## config.mk

```make
export PLATFORM = sky130hd
export DESIGN_NAME = c_comment_stripper_top
export DESIGN_NICKNAME = d
export VERILOG_FILES = /design/src/hdl/ccs_pkg.sv /design/src/hdl/ccs_front.sv /design/src/hdl/ccs_queue.sv /design/src/hdl/ccs_back.sv /design/src/hdl/c_comment_stripper_top.sv
export SDC_FILE = /design/constraint.sdc
export NUM_CORES = 1
export LEC_CHECK = 0
export BUFFER_PORTS_ARGS = -buffer_cell sky130_fd_sc_hd__buf_4
export CAP_MARGIN = 20
export CORE_ASPECT_RATIO = 0.5
export CORE_MARGIN = 3
export CORE_UTILIZATION = 45
export CTS_CLUSTER_DIAMETER = 80
export DETAILED_ROUTE_END_ITERATION = 8
export PLACE_DENSITY = 0.74
export SYNTH_ARGS = -nofsm -noshare
export SYNTH_HDL_FRONTEND = slang
export SYNTH_SLANG_ARGS = --single-unit
```

## constraint.sdc

```tcl
create_clock -name clk -period 4.38 [get_ports clk]
set_input_delay 0.438 -clock clk [delete_from_list [all_inputs] [get_ports clk]]
set_output_delay 0.438 -clock clk [all_outputs]
set_load 0.1 [all_outputs]
```

## src/hdl/ccs_pkg.sv

```systemverilog
// Types, character codes and modes for the C comment stripper.
// No dependencies; used by every module of the block.
package ccs_pkg;

  localparam logic [7:0] CH_QUOTE  = 8'h22;
  localparam logic [7:0] CH_BSLASH = 8'h5C;
  localparam logic [7:0] CH_NL     = 8'h0A;
  localparam logic [7:0] CH_SLASH  = 8'h2F;
  localparam logic [7:0] CH_STAR   = 8'h2A;

  typedef enum logic [1:0] {
    MODE_NORMAL = 2'd0,
    MODE_STRING = 2'd1,
    MODE_LINE   = 2'd2,
    MODE_BLOCK  = 2'd3
  } mode_t;

  typedef struct packed {
    logic [7:0] ch;
    logic       end_of_text;
  } in_item_t;

  typedef struct packed {
    logic [7:0] out_char;
    logic       char_valid;
    logic       out_last;
  } out_item_t;

  typedef struct packed {
    out_item_t r0;
    out_item_t r1;
    logic      two;
  } entry_t;

  typedef struct packed {
    logic full;
    logic head_valid;
  } q_status_t;

endpackage

```

## src/hdl/ccs_front.sv

```systemverilog
// Front part: accepts source bytes, runs the mode tracker and builds queue entries.
// Depends on ccs_pkg.
module ccs_front (
  input  logic              clk,
  input  logic              rst,
  input  logic              text_valid,
  input  ccs_pkg::in_item_t text,
  output logic              text_stall,
  input  ccs_pkg::q_status_t status,
  output logic              push,
  output ccs_pkg::entry_t   entry
);

  ccs_pkg::mode_t mode, mode_next;
  logic slash_pending, slash_next;
  logic star_seen, star_next;
  logic escape_pending, escape_next;
  logic last_out_newline, lon_next;
  logic any_output, ao_next;

  logic [7:0] c;
  logic       last;
  logic       accept;
  logic [2:0] kv;
  logic [7:0] kc [3];
  logic [1:0] n;
  ccs_pkg::out_item_t r0, r1;

  assign c          = text.ch;
  assign last       = text.end_of_text;
  assign text_stall = status.full;
  assign accept     = text_valid && !text_stall;

  // next state of the mode tracker
  always_comb begin
    mode_next   = mode;
    slash_next  = slash_pending;
    star_next   = star_seen;
    escape_next = escape_pending;
    case (mode)
      ccs_pkg::MODE_LINE: begin
        if (c == ccs_pkg::CH_NL) begin
          mode_next   = ccs_pkg::MODE_NORMAL;
          escape_next = 1'b0;
        end
      end
      ccs_pkg::MODE_BLOCK: begin
        if (star_seen && c == ccs_pkg::CH_SLASH) begin
          mode_next   = ccs_pkg::MODE_NORMAL;
          star_next   = 1'b0;
          escape_next = 1'b0;
        end else begin
          star_next = (c == ccs_pkg::CH_STAR);
        end
      end
      ccs_pkg::MODE_STRING: begin
        if (c == ccs_pkg::CH_QUOTE) begin
          if (!escape_pending) mode_next = ccs_pkg::MODE_NORMAL;
          escape_next = 1'b0;
        end else if (c == ccs_pkg::CH_BSLASH) begin
          escape_next = !escape_pending;
        end else begin
          escape_next = 1'b0;
        end
      end
      default: begin
        if (slash_pending && c == ccs_pkg::CH_SLASH) begin
          slash_next = 1'b0;
          mode_next  = ccs_pkg::MODE_LINE;
        end else if (slash_pending && c == ccs_pkg::CH_STAR) begin
          slash_next = 1'b0;
          mode_next  = ccs_pkg::MODE_BLOCK;
          star_next  = 1'b0;
        end else if (c == ccs_pkg::CH_SLASH) begin
          slash_next  = 1'b1;
          escape_next = 1'b0;
        end else begin
          slash_next = 1'b0;
          if (c == ccs_pkg::CH_QUOTE) begin
            if (!escape_pending) mode_next = ccs_pkg::MODE_STRING;
            escape_next = 1'b0;
          end else if (c == ccs_pkg::CH_BSLASH) begin
            escape_next = !escape_pending;
          end else begin
            escape_next = 1'b0;
          end
        end
      end
    endcase
  end

  // candidate bytes: held slash, current byte, slash flushed at end of text
  always_comb begin
    kc[0] = ccs_pkg::CH_SLASH;
    kc[1] = c;
    kc[2] = ccs_pkg::CH_SLASH;
    kv    = 3'b000;
    case (mode)
      ccs_pkg::MODE_LINE:   kv[1] = (c == ccs_pkg::CH_NL);
      ccs_pkg::MODE_BLOCK:  kv[1] = 1'b0;
      ccs_pkg::MODE_STRING: kv[1] = 1'b1;
      default: begin
        if (slash_pending) begin
          kv[0] = (c != ccs_pkg::CH_SLASH) && (c != ccs_pkg::CH_STAR);
          kv[1] = kv[0];
        end else begin
          kv[1] = (c != ccs_pkg::CH_SLASH);
        end
      end
    endcase
    kv[2] = last && slash_next;
  end

  // drop leading and repeated newlines, pack results
  always_comb begin
    ao_next  = any_output;
    lon_next = last_out_newline;
    n        = 2'd0;
    r0       = '0;
    r1       = '0;
    for (int i = 0; i < 3; i++) begin
      if (kv[i] && !(kc[i] == ccs_pkg::CH_NL && (!ao_next || lon_next))) begin
        if (n == 2'd0) begin
          r0.out_char   = kc[i];
          r0.char_valid = 1'b1;
        end else begin
          r1.out_char   = kc[i];
          r1.char_valid = 1'b1;
        end
        n        = n + 2'd1;
        ao_next  = 1'b1;
        lon_next = (kc[i] == ccs_pkg::CH_NL);
      end
    end
    if (last) begin
      if (n == 2'd2) r1.out_last = 1'b1;
      else r0.out_last = 1'b1;
    end
  end

  assign push        = accept && (n != 2'd0 || last);
  assign entry.r0    = r0;
  assign entry.r1    = r1;
  assign entry.two   = (n == 2'd2);

  always_ff @(posedge clk) begin
    if (rst || (accept && last)) begin
      mode             <= ccs_pkg::MODE_NORMAL;
      slash_pending    <= 1'b0;
      star_seen        <= 1'b0;
      escape_pending   <= 1'b0;
      last_out_newline <= 1'b0;
      any_output       <= 1'b0;
    end else if (accept) begin
      mode             <= mode_next;
      slash_pending    <= slash_next;
      star_seen        <= star_next;
      escape_pending   <= escape_next;
      last_out_newline <= lon_next;
      any_output       <= ao_next;
    end
  end

endmodule

```

## src/hdl/ccs_queue.sv

```systemverilog
// Two-entry queue between the front and back parts.
// Depends on ccs_pkg.
module ccs_queue (
  input  logic               clk,
  input  logic               rst,
  input  logic               push,
  input  ccs_pkg::entry_t    entry,
  input  logic               pop,
  output ccs_pkg::entry_t    head,
  output ccs_pkg::q_status_t status
);

  logic v0, v1, v0_next, v1_next;
  logic slot0_free;
  ccs_pkg::entry_t slot0, slot1;

  assign slot0_free        = pop ? !v1 : !v0;
  assign head              = slot0;
  assign status.head_valid = v0;
  assign status.full       = v1;

  always_comb begin
    v0_next = v0;
    v1_next = v1;
    if (pop) begin
      v0_next = v1;
      v1_next = 1'b0;
    end
    if (push) begin
      if (slot0_free) v0_next = 1'b1;
      else v1_next = 1'b1;
    end
  end

  always_ff @(posedge clk) begin
    if (rst) begin
      v0 <= 1'b0;
      v1 <= 1'b0;
    end else begin
      v0 <= v0_next;
      v1 <= v1_next;
    end
  end

  always_ff @(posedge clk) begin
    if (pop) slot0 <= slot1;
    if (push) begin
      if (slot0_free) slot0 <= entry;
      else slot1 <= entry;
    end
  end

endmodule

```

## src/hdl/ccs_back.sv

```systemverilog
// Back part: splits queue entries into single items behind an output register.
// Depends on ccs_pkg.
module ccs_back (
  input  logic               clk,
  input  logic               rst,
  input  ccs_pkg::entry_t    head,
  input  ccs_pkg::q_status_t status,
  output logic               pop,
  output logic               clean_valid,
  output ccs_pkg::out_item_t clean,
  input  logic               clean_stall
);

  logic phase;
  logic load;

  assign load = !clean_valid || !clean_stall;
  assign pop  = load && status.head_valid && (!head.two || phase);

  always_ff @(posedge clk) begin
    if (rst) begin
      clean_valid <= 1'b0;
      phase       <= 1'b0;
    end else if (load) begin
      clean_valid <= status.head_valid;
      if (status.head_valid) phase <= head.two && !phase;
    end
  end

  always_ff @(posedge clk) begin
    if (load && status.head_valid) clean <= phase ? head.r1 : head.r0;
  end

endmodule

```

## src/hdl/c_comment_stripper_top.sv

```systemverilog
// C comment stripper, top level: wires the front part, queue and back part.
// Depends on ccs_pkg, ccs_front, ccs_queue, ccs_back.
//
// Input channel text (text_valid / text_stall): one source byte per item, with
// end_of_text on the final byte of a text. Output channel clean (clean_valid /
// clean_stall): one byte of comment-free text per item, or a bare end marker
// (char_valid low) when the final byte brings no byte out; out_last marks the
// final item of each text, after which the stripper starts a fresh text.
// An accepted byte is written into the queue and from there into the output
// register. Throughput: one input byte per cycle while text_stall is low; a
// byte that releases a held slash yields two output items, sent in turn.
// The front part updates the mode tracker once per accepted byte; the rate
// is set by the output register, which moves one item per cycle unless stalled.
// A two-entry queue decouples the parts: while the receiver stalls, the queue
// fills and then text_stall rises; output items and payload hold steady.
// Reset (rst, synchronous) returns to normal mode with no held slash and
// empties the queue and output register.
module c_comment_stripper_top (
  input  logic               clk,
  input  logic               rst,
  input  logic               text_valid,
  input  ccs_pkg::in_item_t  text,
  output logic               text_stall,
  output logic               clean_valid,
  output ccs_pkg::out_item_t clean,
  input  logic               clean_stall
);

  logic               push;
  logic               pop;
  ccs_pkg::entry_t    entry;
  ccs_pkg::entry_t    head;
  ccs_pkg::q_status_t status;

  ccs_front u_front (
    .clk        (clk),
    .rst        (rst),
    .text_valid (text_valid),
    .text       (text),
    .text_stall (text_stall),
    .status     (status),
    .push       (push),
    .entry      (entry)
  );

  ccs_queue u_queue (
    .clk    (clk),
    .rst    (rst),
    .push   (push),
    .entry  (entry),
    .pop    (pop),
    .head   (head),
    .status (status)
  );

  ccs_back u_back (
    .clk         (clk),
    .rst         (rst),
    .head        (head),
    .status      (status),
    .pop         (pop),
    .clean_valid (clean_valid),
    .clean       (clean),
    .clean_stall (clean_stall)
  );

endmodule

```

==> results.cfg <==
[run_status]
outcome = complete, no violations

[timing]
slew-limit-headroom_pct = 50.5
post-route-period-util_pct = 75.6
period_minus_slack_ps = 3310
finalSetupViolations = 0
final-hold-violation-count = 0
final.setup.tns_ps = 0
fmax_ghz = 0.302
tightest_slew_ps = 736
fin_worst_skew_ps = 5.29
timing.final.ws_setup_ps = 1070
slew_violations = 0
rsz0062_at_grt = false

[placement]
gp_congestion = 0.858
dp_cells = 385
pre_cts_slack_ps = 975
port-buffer-count = 24
hpwl_mm = 4.73

[cts]
cts.sinks = 63
hold_buffers = 0
clkTransAtPathRegs_ps = 50
numCtsBuffers = 9
tritoncts = done
post_cts_resized = 0
cts_root_buf = clkbuf_16
htree_levels = 3
clk_latency_ps = 320
postCtsSetupBuffers = 0
cts_buffer_depth = 2

[worst_setup_path]
r2r_end = u_queue.head[11]
reg2regPathDepth = 12
crit_type = reg2reg
critPathLaunchType = flop
path_delay_family = compound AO/OA/AOI/OAI gates
cp_slowest_cell = a31oi_1
crit_buf_inv = 3
path_max_fanout = 33
endpoint_kind = flop
arrival_ps = 3500
rr_startpoint = u_front.mode[1]
crit_path_max_incr_delay_ps = 470
crit_chain = inv_1, ha_1, or2_2, a31oi_1, nor3_4, inv_1, ha_1, o31ai_1, nor2b_2, buf_4, nand2_1, o22ai_1
reg2reg_slack_ps = 1070
worstPathRequired_ps = 4570

[yosys]
ys_warn_count = 0
synth.area.top_cells = edfxtp_1, dfxtp_1, mux2i_1, a21o_1, mux2_2
ys_seq_area_share_pct = 50.3
netlist_instances = 285
async_flop_share_pct = 0
ys_types = 49
synth_area_leader_cell = edfxtp_1
synth_edf_count = 31
syn_area_per_cell_um2 = 11.0
ys.flop_type = dfxtp_1
synth.top_cell.area_share_pct = 29.8
syn-num-nets = 306
synth-seq-cells = 63
netlist_area_mm2 = 0.00312

[route]
detail_route.vias_per_cell = 5.63
dr.pass1.iters = 4
routed_wl_mm = 7.06
vias = 2259
detail_route.wl_per_cell_um = 17.6
drtIter0Drc = 230
ant_nets = 0
drc = 0

[cells_and_area]
layout_commonest_cell = dfxtp_1
finalNonFillerCells = 401
final_cell_mix = dfxtp_1, edfxtp_1, buf_4, mux2i_1, nor2_1
fin_util_pct = 57.4
drive_above_1_share_pct = 21.7
regArea_mm2 = 0.00157
nNetsFinal = 329
fillers = 533
n_antenna_cell = 0
syn_to_final_growth_pct = 17.4
multi_input_area_mm2 = 0.00142

[power_and_ir_drop]
power_leakage_uw = 0.00163
pwr_density_cell_mw_per_mm2 = 474
ir_drop_mv = 0.173

[run]
maxCapViolCount = 0

[die]
die_y_um = 64.9
initial_core_util_pct = 48.9
dieArea_mm2 = 0.00803
ioPinCount = 25
core_area_mm2 = 0.00638
die_x_um = 124
rows = 20

[global_route]
grt_max_degree = 34
gr-total-overflow = 0
grt_pass1_vias = 2251
antenna_found_initial = 0
track_usage_pct = 18.9
grt_pass1_wl_mm = 11.4

[min_path]
hold_path_depth = 2
holdCritStartpoint = rst
min_to = u_back.phase
hp-class = in2reg
-- worst reg2reg max path, delay by kind of cell, from the launching register on --
family / cells / cell delay (ps)
flip-flops: 1 / 380
AND/OR/NAND/NOR: 4 / 790
AO/OA/AOI/OAI: 3 / 1010
buffers and inverters: 3 / 500
adder cells (fa/ha/maj): 2 / 510
-- sequential cells by signal, indices dropped and copies added (netlist names) --
register / count
u_back.clean_valid: 1
u_front.mode: 2
u_front.any_output: 1
u_back.clean: 10
u_queue.slot1: 21
u_front.star_seen: 1
u_front.last_out_newline: 1
u_front.escape_pending: 1
u_queue.v1: 1
u_back.phase: 1
u_queue.head: 21
u_front.slash_pending: 1
u_queue.v0: 1
-- per-layer routing --
layer  track usage [%]  vias to the layer above  share of wire (%)
li1                  -                     1076                  -
met1              23.9                     1091                 44
met2              30.9                       79                 48
met3              5.84                       13                7.1
met4              5.93                        0                1.3
met5                 0                        -                  0
-- per-stage QoR --
step                area (um^2)  hold slack (ps)  power, uW
floorplan                  3120              453        935
global placement           3350              474        993
detailed placement         3350              483       1000
CTS                        3660              322       1750
global route               3660              318       1800
finish                     3660              330       1740
-- synthesized netlist by cell type (2+ instances only) --
master / number
and2_1: 8
mux2_2: 13
buf_6: 4
nor3_4: 2
or3_1: 2
dfxtp_1: 32
a21o_2: 3
nand2_1: 15
o21ai_1: 2
mux2i_1: 23
nand3_1: 10
ha_1: 8
nor3b_1: 3
o21ai_0: 10
a21o_1: 20
or2_2: 2
a21oi_1: 9
inv_1: 9
nand2b_1: 5
nor2_1: 22
clkbuf_1: 8
nor2b_1: 7
edfxtp_1: 31
buf_2: 3
nor3_1: 3
o22ai_1: 5
o31ai_1: 2
nand4_1: 2
o2111a_1: 2
-- how the worst max path moves through the flow --
stage,from,to,slack [ps],cells after the start
after floorplan,text[1],u_queue.slot1[0],1030,8
after global placement,text[3],u_queue.head[6],1270,11
after detailed placement,text[6],u_queue.head[1],980,11
after CTS,u_front.mode[1],u_queue.head[1],1120,12
after global routing,u_front.mode[1],u_queue.head[1],910,12
final,u_front.mode[1],u_queue.head[11],1070,12
-- kinds of logic (layout without fill, tap and decap cells) --
family                     count (synthesis)  after routing  synth area share [%]
adders and majority gates                  8              8                  3.21
xor gates and xnor gates                   1              1                 0.281
AOI/OAI and AO/OA                         64             64                  14.3
DFF                                       63             63                  50.3
and+or+nand+nor                           87             87                  15.5
buffers and inverters                     26             54                  4.25
muxes                                     36             36                  12.1
-- area by class of cell --
cell class / instances / share of cell area, %
sequential: 63 / 42.9
inverter: 10 / 1.02
tap: 88 / 3.01
timing repair buffer: 28 / 5.74
clock buffer: 10 / 6.25
multi-input combinational: 196 / 38.8
clock inverter: 6 / 2.32
-- where the power goes --
part	switching (uW)	internal, uW	total, uW
registers	27.3	682	709
clock network	246	495	741
logic	186	100	286
Power figures use the tool's default switching activity.
